--- src/sv/tsa_pkg.sv ---
`default_nettype none
// ----------------------------------------------------------------------------
// Tile span allocator package
// Shared sizes, field widths, operation codes and payload structures of the
// tile span allocator.
// ----------------------------------------------------------------------------
package tsa_pkg;

   // Store geometry.
   localparam int TOTAL_TILES         = 2048;
   localparam int TILES_PER_BANK      = 512;
   localparam int TILES_PER_MAP_BLOCK = 64;
   localparam int SEARCH_BANKS        = 2;
   localparam int NUM_LAYERS          = 4;

   // The used bits are kept in memory rows of WORD_BITS tiles.
   localparam int WORD_BITS = 32;
   localparam int ROWS      = TOTAL_TILES / WORD_BITS;
   localparam int ROW_W     = $clog2(ROWS);
   localparam int BIT_W     = $clog2(WORD_BITS);
   localparam int TILE_W    = $clog2(TOTAL_TILES) + 1;
   localparam int CALC_W    = TILE_W + 2;

   // Field widths.
   localparam int FUNC_W      = 3;
   localparam int LAYER_W     = 2;
   localparam int RUN_W       = 11;
   localparam int MAP_BLOCK_W = 5;
   localparam int MAP_SIZE_W  = 2;
   localparam int GRANT_W     = 10;
   localparam int BANK_W      = 2;

   // Register port.
   localparam int CSR_DATA_W = 32;
   localparam int CSR_ADDR_W = $clog2(NUM_LAYERS) + 2;

   // Operation codes.
   localparam logic [FUNC_W-1:0] FUNC_ALLOC   = 3'd0;
   localparam logic [FUNC_W-1:0] FUNC_FREE    = 3'd1;
   localparam logic [FUNC_W-1:0] FUNC_RESERVE = 3'd2;
   localparam logic [FUNC_W-1:0] FUNC_MAP     = 3'd3;
   localparam logic [FUNC_W-1:0] FUNC_CLEAR   = 3'd4;

   // Status codes.
   localparam logic STATUS_OK   = 1'b0;
   localparam logic STATUS_FAIL = 1'b1;

   typedef logic [BANK_W-1:0] bank_type;
   typedef bank_type [NUM_LAYERS-1:0] bank_table_type;

   typedef struct packed {
      logic [FUNC_W-1:0]      func;
      logic [LAYER_W-1:0]     layer;
      logic [RUN_W-1:0]       run_start;
      logic [RUN_W-1:0]       run_length;
      logic [MAP_BLOCK_W-1:0] map_block;
      logic [MAP_SIZE_W-1:0]  map_size;
   } req_type;

   typedef struct packed {
      logic [GRANT_W-1:0] granted_start;
      logic               status;
   } rsp_type;

   typedef struct packed {
      logic                 wr_en;
      logic [ROW_W-1:0]     wr_addr;
      logic [WORD_BITS-1:0] wr_data;
      logic                 rd_en;
      logic [ROW_W-1:0]     rd_addr;
   } ram_req_type;

   // Number of map blocks reserved for a map size code.
   function automatic logic [2:0] map_block_count(input logic [MAP_SIZE_W-1:0] size);
      logic [2:0] n;
      case (size)
         2'd0: begin
            n = 3'd1;
         end
         2'd1, 2'd2: begin
            n = 3'd2;
         end
         default: begin
            n = 3'd4;
         end
      endcase
      return n;
   endfunction

endpackage
`default_nettype wire

--- src/sv/tsa_ram.sv ---
`default_nettype none
// ----------------------------------------------------------------------------
// Generic RAM
// One write port and one read port with a registered, enabled read.
// ----------------------------------------------------------------------------
module tsa_ram #(
   parameter int WIDTH = 32,
   parameter int DEPTH = 64
) (
   input  wire logic                     clock,
   input  wire logic                     wr_en,
   input  wire logic [$clog2(DEPTH)-1:0] wr_addr,
   input  wire logic [WIDTH-1:0]         wr_data,
   input  wire logic                     rd_en,
   input  wire logic [$clog2(DEPTH)-1:0] rd_addr,
   output logic      [WIDTH-1:0]         rd_data
);

   logic [WIDTH-1:0] mem_ff [DEPTH];
   logic [WIDTH-1:0] rd_data_ff;

   always_ff @(posedge clock) begin
      if (wr_en) begin
         mem_ff[wr_addr] <= wr_data;
      end
      if (rd_en) begin
         rd_data_ff <= mem_ff[rd_addr];
      end
   end

   assign rd_data = rd_data_ff;

endmodule
`default_nettype wire

--- src/sv/tsa_csr.sv ---
`default_nettype none
// ----------------------------------------------------------------------------
// Tile span allocator registers
// Register port holding the tile bank of each background layer.
// ----------------------------------------------------------------------------
module tsa_csr (
   input  wire logic                            clock,
   input  wire logic                            reset,
   input  wire logic                            psel,
   input  wire logic                            penable,
   input  wire logic                            pwrite,
   input  wire logic [tsa_pkg::CSR_ADDR_W-1:0]  paddr,
   input  wire logic [tsa_pkg::CSR_DATA_W-1:0] pwdata,
   output logic      [tsa_pkg::CSR_DATA_W-1:0]  prdata,
   output logic                                 pready,
   output tsa_pkg::bank_table_type              banks
);
   import tsa_pkg::*;

   localparam int IDX_W = $clog2(NUM_LAYERS);

   bank_table_type   banks_ff;
   bank_table_type   banks_in;
   logic [IDX_W-1:0] reg_idx;
   logic             wr_strobe;

   assign pready    = 1'b1;
   assign reg_idx   = paddr[CSR_ADDR_W-1:2];
   assign wr_strobe = psel & penable & pwrite;

   always_comb begin
      banks_in = banks_ff;
      if (wr_strobe) begin
         banks_in[reg_idx] = pwdata[BANK_W-1:0];
      end
   end

   always_ff @(posedge clock) begin
      if (reset) begin
         banks_ff <= '0;
      end else begin
         banks_ff <= banks_in;
      end
   end

   assign prdata = CSR_DATA_W'(banks_ff[reg_idx]);
   assign banks  = banks_ff;

endmodule
`default_nettype wire

--- src/sv/tsa_core.sv ---
`default_nettype none
// ----------------------------------------------------------------------------
// Tile span allocator sequencer
// Walks the used-bit memory one row at a time: first-fit search, range check
// and read-modify-write marking share one row datapath.
// ----------------------------------------------------------------------------
module tsa_core (
   input  wire logic                           clock,
   input  wire logic                           reset,
   input  wire logic                           req_valid,
   output logic                                req_ready,
   input  wire tsa_pkg::req_type               req,
   output logic                                rsp_valid,
   input  wire logic                           rsp_ready,
   output tsa_pkg::rsp_type                    rsp,
   input  wire tsa_pkg::bank_table_type        banks,
   output tsa_pkg::ram_req_type                ram_req,
   input  wire logic [tsa_pkg::WORD_BITS-1:0]  ram_rd_data
);
   import tsa_pkg::*;

   localparam logic [WORD_BITS-1:0] ONES = '1;

   typedef enum logic [2:0] {
      S_IDLE,
      S_SRCH_RD,
      S_SRCH,
      S_CHK_RD,
      S_CHK,
      S_MARK,
      S_MARK_WR,
      S_DONE
   } state_type;

   // Count of zero bits below the lowest set bit, by halving steps.
   function automatic logic [BIT_W-1:0] low_zeros(input logic [WORD_BITS-1:0] x);
      logic [WORD_BITS-1:0] v;
      logic [BIT_W-1:0]     n;
      v = x;
      n = '0;
      for (int k = BIT_W - 1; k >= 0; k--) begin
         if ((v & ((WORD_BITS'(1) << (1 << k)) - WORD_BITS'(1))) == '0) begin
            n[k] = 1'b1;
            v    = v >> (1 << k);
         end
      end
      return n;
   endfunction

   function automatic logic [TILE_W-1:0] clip_tiles(input logic [CALC_W-1:0] v);
      logic [TILE_W-1:0] r;
      if (v > CALC_W'(TOTAL_TILES)) begin
         r = TILE_W'(TOTAL_TILES);
      end else begin
         r = v[TILE_W-1:0];
      end
      return r;
   endfunction

   state_type            state_ff, state_in;
   logic [TILE_W-1:0]    pos_ff, pos_in;
   logic [TILE_W-1:0]    lo_ff, lo_in;
   logic [TILE_W-1:0]    hi_ff, hi_in;
   logic [TILE_W-1:0]    base_ff, base_in;
   logic [TILE_W-1:0]    lim_ff, lim_in;
   logic [TILE_W-1:0]    run_start_ff, run_start_in;
   logic [RUN_W-1:0]     run_ff, run_in;
   logic [RUN_W-1:0]     need_ff, need_in;
   logic [RUN_W-1:0]     len_ff, len_in;
   logic                 set_ff, set_in;
   logic [GRANT_W-1:0]   granted_ff, granted_in;
   logic                 status_ff, status_in;
   logic [ROWS-1:0]      row_valid_ff, row_valid_in;
   logic                 rsp_valid_ff, rsp_valid_in;
   rsp_type              rsp_ff, rsp_in;

   // Row datapath.
   logic [ROW_W-1:0]     row;
   logic [BIT_W-1:0]     bitp;
   logic [WORD_BITS-1:0] word;
   logic [TILE_W-1:0]    next_row_pos;
   logic [BIT_W-1:0]     lo_cut;
   logic [WORD_BITS-1:0] mask;
   logic [WORD_BITS-1:0] shifted;
   logic                 has_used;
   logic [BIT_W-1:0]     tz;
   logic [BIT_W:0]       gap;
   logic [RUN_W:0]       run_total;
   logic                 found;
   logic [TILE_W-1:0]    after_used;

   // Item decode.
   logic [CALC_W-1:0]    base_calc;
   logic [CALC_W-1:0]    lim_calc;
   logic [CALC_W-1:0]    first_calc;
   logic [CALC_W-1:0]    end_calc;
   logic [CALC_W-1:0]    map_first;
   logic [CALC_W-1:0]    map_end;

   assign row          = pos_ff[BIT_W +: ROW_W];
   assign bitp         = pos_ff[BIT_W-1:0];
   assign word         = row_valid_ff[row] ? ram_rd_data : '0;
   assign next_row_pos = {pos_ff[TILE_W-1:BIT_W], BIT_W'(0)} + TILE_W'(WORD_BITS);

   assign lo_cut = (lo_ff[TILE_W-1:BIT_W] == pos_ff[TILE_W-1:BIT_W]) ? lo_ff[BIT_W-1:0] : '0;
   assign mask   = (ONES << lo_cut)
                 & ((hi_ff[TILE_W-1:BIT_W] == pos_ff[TILE_W-1:BIT_W])
                    ? ~(ONES << hi_ff[BIT_W-1:0]) : ONES);

   // Free tiles from the current bit up to the next used one or the row end.
   assign shifted    = word >> bitp;
   assign has_used   = |shifted;
   assign tz         = low_zeros(shifted);
   assign gap        = has_used ? {1'b0, tz}
                                : ((BIT_W + 1)'(WORD_BITS) - (BIT_W + 1)'(bitp));
   assign run_total  = (RUN_W + 1)'(run_ff) + (RUN_W + 1)'(gap);
   assign found      = run_total >= (RUN_W + 1)'(need_ff);
   assign after_used = pos_ff + TILE_W'(tz) + TILE_W'(1);

   assign base_calc  = CALC_W'(banks[req.layer]) * CALC_W'(TILES_PER_BANK);
   assign lim_calc   = base_calc + CALC_W'(SEARCH_BANKS * TILES_PER_BANK);
   assign first_calc = base_calc + CALC_W'(req.run_start);
   assign end_calc   = first_calc + CALC_W'(req.run_length);
   assign map_first  = CALC_W'(req.map_block) * CALC_W'(TILES_PER_MAP_BLOCK);
   assign map_end    = map_first
                     + CALC_W'(map_block_count(req.map_size)) * CALC_W'(TILES_PER_MAP_BLOCK);

   always_comb begin
      state_in     = state_ff;
      pos_in       = pos_ff;
      lo_in        = lo_ff;
      hi_in        = hi_ff;
      base_in      = base_ff;
      lim_in       = lim_ff;
      run_start_in = run_start_ff;
      run_in       = run_ff;
      need_in      = need_ff;
      len_in       = len_ff;
      set_in       = set_ff;
      granted_in   = granted_ff;
      status_in    = status_ff;
      row_valid_in = row_valid_ff;
      rsp_valid_in = rsp_valid_ff & ~rsp_ready;
      rsp_in       = rsp_ff;
      ram_req      = '0;
      ram_req.rd_addr = row;
      ram_req.wr_addr = row;

      case (state_ff)
         S_IDLE: begin
            if (req_valid) begin
               granted_in = '0;
               status_in  = STATUS_OK;
               state_in   = S_DONE;
               case (req.func)
                  FUNC_ALLOC: begin
                     if (base_calc < CALC_W'(TOTAL_TILES)) begin
                        base_in      = base_calc[TILE_W-1:0];
                        lim_in       = clip_tiles(lim_calc);
                        pos_in       = base_calc[TILE_W-1:0];
                        run_start_in = base_calc[TILE_W-1:0];
                        run_in       = '0;
                        len_in       = req.run_length;
                        // A zero-length request looks for one free tile.
                        need_in      = (req.run_length == '0) ? RUN_W'(1) : req.run_length;
                        state_in     = S_SRCH_RD;
                     end else begin
                        status_in = STATUS_FAIL;
                     end
                  end
                  FUNC_FREE: begin
                     lo_in  = clip_tiles(first_calc);
                     hi_in  = clip_tiles(end_calc);
                     pos_in = clip_tiles(first_calc);
                     set_in = 1'b0;
                     if (clip_tiles(first_calc) < clip_tiles(end_calc)) begin
                        state_in = S_MARK;
                     end
                  end
                  FUNC_RESERVE: begin
                     lo_in  = first_calc[TILE_W-1:0];
                     hi_in  = end_calc[TILE_W-1:0];
                     pos_in = first_calc[TILE_W-1:0];
                     set_in = 1'b1;
                     if (end_calc > CALC_W'(TOTAL_TILES)) begin
                        status_in = STATUS_FAIL;
                     end else if (req.run_length != '0) begin
                        state_in = S_CHK_RD;
                     end
                  end
                  FUNC_MAP: begin
                     lo_in  = clip_tiles(map_first);
                     hi_in  = clip_tiles(map_end);
                     pos_in = clip_tiles(map_first);
                     set_in = 1'b1;
                     if (clip_tiles(map_first) < clip_tiles(map_end)) begin
                        state_in = S_MARK;
                     end
                  end
                  FUNC_CLEAR: begin
                     row_valid_in = '0;
                  end
                  default: begin
                     status_in = STATUS_FAIL;
                  end
               endcase
            end
         end

         S_SRCH_RD: begin
            ram_req.rd_en = 1'b1;
            state_in      = S_SRCH;
         end

         S_SRCH: begin
            if (found) begin
               granted_in = GRANT_W'(run_start_ff - base_ff);
               lo_in      = run_start_ff;
               hi_in      = run_start_ff + TILE_W'(len_ff);
               pos_in     = run_start_ff;
               set_in     = 1'b1;
               state_in   = (len_ff == '0) ? S_DONE : S_MARK;
            end else if (has_used) begin
               run_in       = '0;
               run_start_in = after_used;
               pos_in       = after_used;
               if (after_used[BIT_W-1:0] == '0) begin
                  if (after_used >= lim_ff) begin
                     status_in = STATUS_FAIL;
                     state_in  = S_DONE;
                  end else begin
                     state_in = S_SRCH_RD;
                  end
               end
            end else begin
               run_in = run_total[RUN_W-1:0];
               pos_in = next_row_pos;
               if (next_row_pos >= lim_ff) begin
                  status_in = STATUS_FAIL;
                  state_in  = S_DONE;
               end else begin
                  state_in = S_SRCH_RD;
               end
            end
         end

         S_CHK_RD: begin
            ram_req.rd_en = 1'b1;
            state_in      = S_CHK;
         end

         S_CHK: begin
            if ((word & mask) != '0) begin
               status_in = STATUS_FAIL;
               state_in  = S_DONE;
            end else if (next_row_pos >= hi_ff) begin
               pos_in   = lo_ff;
               state_in = S_MARK;
            end else begin
               pos_in   = next_row_pos;
               state_in = S_CHK_RD;
            end
         end

         S_MARK: begin
            if (mask == ONES) begin
               // Whole row covered: write without reading it first.
               ram_req.wr_en     = 1'b1;
               ram_req.wr_data   = set_ff ? ONES : '0;
               row_valid_in[row] = 1'b1;
               pos_in            = next_row_pos;
               if (next_row_pos >= hi_ff) begin
                  state_in = S_DONE;
               end
            end else begin
               ram_req.rd_en = 1'b1;
               state_in      = S_MARK_WR;
            end
         end

         S_MARK_WR: begin
            ram_req.wr_en     = 1'b1;
            ram_req.wr_data   = set_ff ? (word | mask) : (word & ~mask);
            row_valid_in[row] = 1'b1;
            pos_in            = next_row_pos;
            state_in          = (next_row_pos >= hi_ff) ? S_DONE : S_MARK;
         end

         S_DONE: begin
            if (!rsp_valid_ff || rsp_ready) begin
               rsp_valid_in         = 1'b1;
               rsp_in.granted_start = (status_ff == STATUS_OK) ? granted_ff : '0;
               rsp_in.status        = status_ff;
               state_in             = S_IDLE;
            end
         end

         default: begin
            state_in = S_IDLE;
         end
      endcase
   end

   always_ff @(posedge clock) begin
      if (reset) begin
         state_ff     <= S_IDLE;
         rsp_valid_ff <= 1'b0;
         row_valid_ff <= '0;
      end else begin
         state_ff     <= state_in;
         rsp_valid_ff <= rsp_valid_in;
         row_valid_ff <= row_valid_in;
      end
      pos_ff       <= pos_in;
      lo_ff        <= lo_in;
      hi_ff        <= hi_in;
      base_ff      <= base_in;
      lim_ff       <= lim_in;
      run_start_ff <= run_start_in;
      run_ff       <= run_in;
      need_ff      <= need_in;
      len_ff       <= len_in;
      set_ff       <= set_in;
      granted_ff   <= granted_in;
      status_ff    <= status_in;
      rsp_ff       <= rsp_in;
   end

   assign req_ready = (state_ff == S_IDLE);
   assign rsp_valid = rsp_valid_ff;
   assign rsp       = rsp_ff;

endmodule
`default_nettype wire

--- src/sv/tile_span_allocator_top.sv ---
`default_nettype none
// ----------------------------------------------------------------------------
// Tile span allocator
// Used-bit bookkeeping for background tiles with first-fit run allocation.
// ----------------------------------------------------------------------------
// The request channel (req_*) carries one word per operation: allocate, free,
// reserve-at, reserve map blocks or clear-all. The response channel (rsp_*)
// returns exactly one word per request, in order, with the granted start and
// a status bit. The register port selects the tile bank of each layer. It
// must be written only while no request is in flight; the block does not check.
// One request is worked on at a time; req_ready is high only when idle. The
// used bits sit in a 64-row by 32-bit memory behind a single row datapath,
// so the cost is set by the number of rows touched:
//   allocate   : reads and scans each row, scanning a row again after each
//                used tile that does not end the row, then marking.
//   marking    : writes fully covered rows, reads then writes partial ones.
//   reserve-at : reads and checks each row, then marking.
//   clear-all and any failing range check: straight to the response.
// The response is registered in the done state. Reset empties the store
// at once through per-row valid bits and sets every bank to zero. A stalled
// response is held in its output register; the next request is still taken
// and its response waits until the held word leaves.
module tile_span_allocator_top (
   input  wire logic                             clock,
   input  wire logic                             reset,
   input  wire logic                             req_valid,
   output logic                                  req_ready,
   input  wire logic [tsa_pkg::FUNC_W-1:0]       req_func,
   input  wire logic [tsa_pkg::LAYER_W-1:0]      req_layer,
   input  wire logic [tsa_pkg::RUN_W-1:0]        req_run_start,
   input  wire logic [tsa_pkg::RUN_W-1:0]        req_run_length,
   input  wire logic [tsa_pkg::MAP_BLOCK_W-1:0]  req_map_block,
   input  wire logic [tsa_pkg::MAP_SIZE_W-1:0]   req_map_size,
   output logic                                  rsp_valid,
   input  wire logic                             rsp_ready,
   output logic      [tsa_pkg::GRANT_W-1:0]      rsp_granted_start,
   output logic                                  rsp_status,
   input  wire logic                             psel,
   input  wire logic                             penable,
   input  wire logic                             pwrite,
   input  wire logic [tsa_pkg::CSR_ADDR_W-1:0]   paddr,
   input  wire logic [tsa_pkg::CSR_DATA_W-1:0]   pwdata,
   output logic      [tsa_pkg::CSR_DATA_W-1:0]   prdata,
   output logic                                  pready
);
   import tsa_pkg::*;

   req_type              req;
   rsp_type              rsp;
   bank_table_type       banks;
   ram_req_type          ram_req;
   logic [WORD_BITS-1:0] ram_rd_data;

   assign req.func       = req_func;
   assign req.layer      = req_layer;
   assign req.run_start  = req_run_start;
   assign req.run_length = req_run_length;
   assign req.map_block  = req_map_block;
   assign req.map_size   = req_map_size;

   assign rsp_granted_start = rsp.granted_start;
   assign rsp_status        = rsp.status;

   // Bank registers.
   tsa_csr u_csr (
      .clock   (clock),
      .reset   (reset),
      .psel    (psel),
      .penable (penable),
      .pwrite  (pwrite),
      .paddr   (paddr),
      .pwdata  (pwdata),
      .prdata  (prdata),
      .pready  (pready),
      .banks   (banks)
   );

   // Used-bit store, one row of tiles per word.
   tsa_ram #(
      .WIDTH (WORD_BITS),
      .DEPTH (ROWS)
   ) u_ram (
      .clock   (clock),
      .wr_en   (ram_req.wr_en),
      .wr_addr (ram_req.wr_addr),
      .wr_data (ram_req.wr_data),
      .rd_en   (ram_req.rd_en),
      .rd_addr (ram_req.rd_addr),
      .rd_data (ram_rd_data)
   );

   // Sequencer and row datapath.
   tsa_core u_core (
      .clock       (clock),
      .reset       (reset),
      .req_valid   (req_valid),
      .req_ready   (req_ready),
      .req         (req),
      .rsp_valid   (rsp_valid),
      .rsp_ready   (rsp_ready),
      .rsp         (rsp),
      .banks       (banks),
      .ram_req     (ram_req),
      .ram_rd_data (ram_rd_data)
   );

endmodule
`default_nettype wire

--- config.mk ---
export PLATFORM = sky130hd
export DESIGN_NAME = tile_span_allocator_top
export DESIGN_NICKNAME = d
export VERILOG_FILES = /design/src/sv/tsa_pkg.sv /design/src/sv/tsa_ram.sv /design/src/sv/tsa_csr.sv /design/src/sv/tsa_core.sv /design/src/sv/tile_span_allocator_top.sv
export SDC_FILE = /design/constraint.sdc
export NUM_CORES = 2
export LEC_CHECK = 0
export BUFFER_PORTS_ARGS = -buffer_cell sky130_fd_sc_hd__buf_4
export CORE_MARGIN = 8
export CORE_UTILIZATION = 45
export DETAILED_ROUTE_END_ITERATION = 8
export PLACE_DENSITY_LB_ADDON = 0.08
export SYNTH_ARGS = -nofsm -noshare
export SYNTH_HDL_FRONTEND = slang
export SYNTH_SLANG_ARGS = --single-unit
--- constraint.sdc ---
create_clock -name clock -period 10.2 [get_ports clock]
set_input_delay 1.53 -clock clock [delete_from_list [all_inputs] [get_ports clock]]
set_output_delay 1.53 -clock clock [all_outputs]
set_load 0.005 [all_outputs]
Word-level counts from Yosys, hierarchy flattened:

Memory sizes are Yosys's and may differ from the RTL's. A register that Yosys moved wholly into a read port is not among the register bits.
Cells that the tools add are included.
Widths: inputs -> output; s select.

* add/subtract/negate cells: 11
* magnitude comparators: 17
* eq/ne operators: 36
* shifts and indexed selects: 3
* mux-type cells: 123
* bitwise logic cells: 11
* reductions and logical operators: 37

Operator list (count)
* $mux 12: 31
* $mux 64: 3
* $pmux 64 s3: 1
* $logic_not 32->1: 5
* $mux 32: 5
* $and 32x32->32: 3
* $pmux 12 s2: 3
* $pmux 12 s3: 2
* $not 32->32: 2
* $or 64x64->64: 1
* $pmux 32 s2: 1
* $shl 32x5->32 const A: 2
* $pmux 12 s5: 1
* $gt 14x12->1 const B: 4
* $mux 11: 5
* $pmux 12 s4: 1
* $mux 3: 15
* $ge 12x12->1: 3
* $eq 32x32->1 const B: 1
* $or 32x32->32: 1
* $reduce_bool 32->1: 1
* $reduce_or 32->1: 1
* $shr 32x5->32: 1
* $mux 1: 25
* 72 further kinds: 120

* register bits after elaboration: 193
* bits in writable memories: 2048
* bits of input ports: 77
* output and inout port bits: 46
* memories: 1

Memory list
* u_ram.mem_ff: depth 64, width 32, rd ports 1, clocked after memory_dff 1, wr ports 1, line tsa_ram.sv:19 `logic [WIDTH-1:0] mem_ff [DEPTH];`

Logic depth before layout (Yosys ltp):

* word-level depth: 22
* gate-level depth with buffers: 36
* gate-level depth less buffers: 31

By module:

Synthesis repeated with hierarchy kept, for this count alone.

* cells, all modules: 5318
* area, all modules: 95049.9 µm²

By module, submodules not included
* tsa_ram: instances 1, cells an instance 3511, area each 79359.9 µm², seq. area each 62459.9 µm²
* tsa_core: instances 1, cells an instance 1738, area each 15048.2 µm², seq. area each 4604.4 µm²
* tsa_csr: instances 1, cells an instance 69, area each 641.9 µm², seq. area each 160.2 µm²

Worst setup path after synthesis:

OpenSTA, ideal clock, no wires.

* path type: register to register
* from: register u_core.pos_ff[1]
* to: register u_core.run_start_ff[0], enable pin
* data arrival time: 7119 ps
* data required time: 9845 ps
* path slack: 2726 ps
* stages on the path, launching flop included: 32
* buffers on the path: 3
* clock period less this slack: 7474 ps
* path through: edfxtp_1 buf_6 buf_6 mux4_2 mux4_2 o41a_1 nor3_4 buf_4 o2111ai_2 a21oi_2 o221ai_2 a21oi_1 a31o_1 ha_1 inv_1 fa_1 inv_1 a21oi_1 o21bai_1 a21oi_1 o21bai_1 and3_1 xor2_1 ha_1 a21o_1 a21oi_1 nor2b_1 a311o_1 a21o_1 or2_2 o21ai_0 and2_1

* word-level cells in the longest chain between the ends: 16

RTL lines
* start, declared: line tsa_core.sv:61 `logic [TILE_W-1:0] pos_ff, pos_in;`
* start signal, assigned: line tsa_core.sv:314 `pos_ff <= pos_in;`
* $shr 32x5->32: line tsa_core.sv:111 `assign shifted = word >> bitp;`
* $logic_not 32->1: line tsa_core.sv:42 `if ((v & ((WORD_BITS'(1) << (1 << k)) - WORD_BITS'(1))) == '0) begin`
* $mux 15: line tsa_core.sv:42
* $logic_not 32->1: line tsa_core.sv:42
* $mux 7: line tsa_core.sv:42
* $logic_not 32->1: line tsa_core.sv:42
* $mux 3: line tsa_core.sv:42
* $logic_not 32->1: line tsa_core.sv:42
* $mux 1: line tsa_core.sv:42
* $logic_not 32->1: line tsa_core.sv:42
* $mux 1: line tsa_core.sv:42
* $mux 6 (*): line tsa_core.sv:114 `assign gap = has_used ? {1'b0, tz}`
* $add 11x6->12 (*): line tsa_core.sv:116 `assign run_total = (RUN_W + 1)'(run_ff) + (RUN_W + 1)'(gap);`
* net u_core.run_total[8]: line tsa_core.sv:88 `logic [RUN_W:0] run_total;`
* $ge 12x11->1 (*): line tsa_core.sv:117 `assign found = run_total >= (RUN_W + 1)'(need_ff);`
* $ne 2x2->1 (no source line) (*)
* $reduce_and 6->1 (no source line) (*)
* end signal, assigned: line tsa_core.sv:319 `run_start_ff <= run_start_in;`
* end, declared: line tsa_core.sv:66 `logic [TILE_W-1:0] run_start_ff, run_start_in;`

The timed path passes the listed nets; every way through them passes the cells marked *.
A chain may end at the register's enable or synchronous reset.

Worst setup path after layout:

* from: register u_core.pos_ff[2]
* to: register u_core.run_start_ff[3], enable pin

Same word-level chain as after synthesis.

==> results.ini <==
[placed_design]
port_buffers = 59
place_ws_ns = 1.28
place_hpwl_um = 174000
gp_congestion = 0.907
dp.cells = 8144

[clocking]
cts_sinks = 2264
htree_num_levels = 4
clockBufferDepth = 3
cts_buffers = 228
cts_resized = 0
clkLatencyLatePin_ns = 0.88
cts_tree = done
cts_setup_buffers = 0
clk_pin_slew_ns = 0.06
hold_buffers = 0
cts_root_buf = clkbuf_16

[outcome]
status = finished, final reports clean

[critical_path]
startpoint_type = register
path_class = reg -> reg
r2r_slack_ns = 1.07
cpMaxStageDelayCell = edfxtp_1
r2r-start = u_core.pos_ff[2]$_DFFE_PP_
endpoint_kind = register
path_max_fanout = 25
crit_path_max_incr_delay_ns = 1.07
required_ns = 10.65
arrival_ns = 9.58
worstRegToRegCells = 29
cp_common_cell = a21oi_1
worstReg2RegEnd = u_core.run_start_ff[3]$_SDFFCE_PN0P_

[sta]
fin_setup_tns_ns = 0
hold_violations = 0
max_slew_margin = 0.0873
period_share = 0.895
tightest_slew_ns = 1.36
fin_skew_ns = 0.0659
setup_viol = 0
rsz0062_at_grt = no
max_freq_ghz = 0.110
maxSlewViolCount = 0
fin_crit_ns = 9.13
worst_slack_ns = 1.07

[die]
dieWidth_um = 463
row_count = 164
ios = 123
initial_core_util = 0.452
die_h_um = 463
dieArea_um2 = 215000
coreArea_um2 = 199000

[final_layout]
multi_input_area_um2 = 21400
area_growth_syn_to_layout_pct = 13.0
seq_area_um2 = 67200
fillers = 16500
post-route-util = 0.510
final_nets = 5880
drive_above_1_share = 0.135
layout.cells.non_filler = 8583

[detailed_routing]
routed_via_density = 6.45
initialDrtViolationCount = 6755
ant_nets = 0
dr.pass1.iters = 6
drt-total-wl_um = 298000
wl_per_cell_um = 34.7
vias = 55400
drc_errors = 0

[synth]
synthTopCellsByArea = edfxtp_1 73%, a22oi_1 6.6%, dfxtp_1 1.7%
synth-main-ff-cell = edfxtp_1
yosysSeqAreaShare = 0.747
synth_top_area_cell = edfxtp_1
ys_async_sr_fraction = 0
synth_most_common_cell = edfxtp_1
synth_common_cells = 2188 x edfxtp_1, 788 x a22oi_1, 315 x clkbuf_1
netlist.area_leader.share = 0.730
synth-warning-count = 0
netlist_area_um2 = 90000
synth_edf_count = 2188
yosysUniqueCellTypes = 92
ys_seq_elements = 2264
syn_area_per_cell_um2 = 16.0
synth_cells = 5632

[pwr]
ir_drop_v = 0.000186
power.density_nw_per_um2 = 270
power.total_uw = 27500
p_leak_uw = 0.0342

[global_route]
overflow = 0
grt_max_degree = 112
grt_pass1_vias = 53000
antenna_found_initial = 11
grt_pass1_wl_um = 416000
grtUsageTotal = 0.267

[hold_path]
min_path_cells = 2
hold_start = u_core.row_valid_ff[27]$_SDFFE_PP0P_
min_to = u_core.row_valid_ff[27]$_SDFFE_PP0P_
hp-class = reg -> reg

[job]
maxCapViolCount = 0

## state kept, by name, indices dropped and copies added, names as in the netlist
signal / cells
u_ram.mem_ff: 2048
u_core.row_valid_ff: 64
u_ram.rd_data: 32
u_core.hi_ff: 12
u_core.lo_ff: 12
u_core.pos_ff: 12
u_core.run_start_ff: 12
u_core.len_ff: 11
u_core.need_ff: 11
u_core.rsp: 11
u_core.run_ff: 11
u_core.granted_ff: 10
u_csr.banks: 8
u_core.lim_ff: 3
u_core.state_ff: 3
u_core.base_ff: 1
u_core.rsp_valid: 1
u_core.set_ff: 1
u_core.status_ff: 1
## metrics by stage
stage	cell area [µm²]	hold WS, ns
after floorplan	90100	0.426
after global placement	94400	0.437
after detailed placement	94400	0.444
after CTS	102000	0.466
after global routing	102000	0.479
final	102000	0.462
## cell usage in the layout (no fill, tap or decap), drive strengths merged, types with 36 or more instances in the layout
master,n
mux4,46
clkinv,130
o22ai,38
clkbuf,275
mux2i,58
edfxtp,2188
nor2b,45
a22o,132
nand3,76
nand4,74
nor4,41
buf,263
inv,91
a21oi,159
dfxtp,76
a31oi,176
o21ai,84
and2,37
a22oi,788
nand2,132
a221oi,142
ha,79
a41oi,81
nor3,36
nor2,252
## final cells by class
type / count / share of cell area
timing repair buffer: 263 / 0.0208
tap: 2656 / 0.0327
multi-input combinational: 2876 / 0.211
antenna: 9 / 0.000221
clock inverter: 155 / 0.0125
sequential: 2264 / 0.661
clock buffer: 275 / 0.0588
inverter: 85 / 0.00314
## kinds of logic after synthesis
family | share of synthesized area
AO/OA/AOI/OAI | 0.148
XOR/XNOR | 0.00603
adder cells (fa/ha/maj) | 0.0123
buffers and inverters | 0.0239
flip-flops | 0.747
multiplexers | 0.0200
other | 0.0000834
AND/OR/NAND/NOR | 0.0429
## worst max-delay path, delay by kind of cell, from the launching register on
| family | cells | cell delay (ns) |
|---|---|---|
| AND/OR/NAND/NOR | 7 | 2.26 |
| buffers and inverters | 2 | 0.55 |
| XOR/XNOR | 1 | 0.18 |
| adder cells (fa/ha/maj) | 2 | 0.71 |
| AO/OA/AOI/OAI | 15 | 3.47 |
| flip-flops | 1 | 1.07 |
| multiplexers | 2 | 0.49 |
## where the power goes
group	total [µW]	switching, µW	internal [µW]
combinational	8030	5820	2220
clock	8120	3600	4510
sequential	11300	449	10900
## worst max-delay path by stage
stage | start | endpoint | slack (ns) | cells past startpoint
finish | u_core.pos_ff[2]$_DFFE_PP_ | u_core.run_start_ff[3]$_SDFFCE_PN0P_ | 1.07 | 29
detailed placement | u_core.pos_ff[2]$_DFFE_PP_ | u_core.run_start_ff[0]$_SDFFCE_PN0P_ | 1.28 | 29
global placement | u_core.pos_ff[1]$_DFFE_PP_ | u_core.run_start_ff[0]$_SDFFCE_PN0P_ | 1.14 | 30
floorplan | u_core.pos_ff[1]$_DFFE_PP_ | u_core.run_start_ff[0]$_SDFFCE_PN0P_ | 2.73 | 31
CTS | u_core.pos_ff[2]$_DFFE_PP_ | u_core.run_start_ff[3]$_SDFFCE_PN0P_ | 1.23 | 29
global route | u_core.pos_ff[2]$_DFFE_PP_ | u_core.state_ff[1]$_SDFFE_PP0P_ | 0.50 | 33
## per-layer routing
| metal | global-route usage | share of wire | up-vias |
|---|---|---|---|
| met5 | 0 | 0 | - |
| met4 | 0.103 | 0.044 | 0 |
| met3 | 0.0431 | 0.075 | 501 |
| met2 | 0.423 | 0.47 | 2535 |
| met1 | 0.372 | 0.41 | 28900 |
| li1 | - | - | 23400 |
Note: power is estimated with default switching activity, not from simulation.
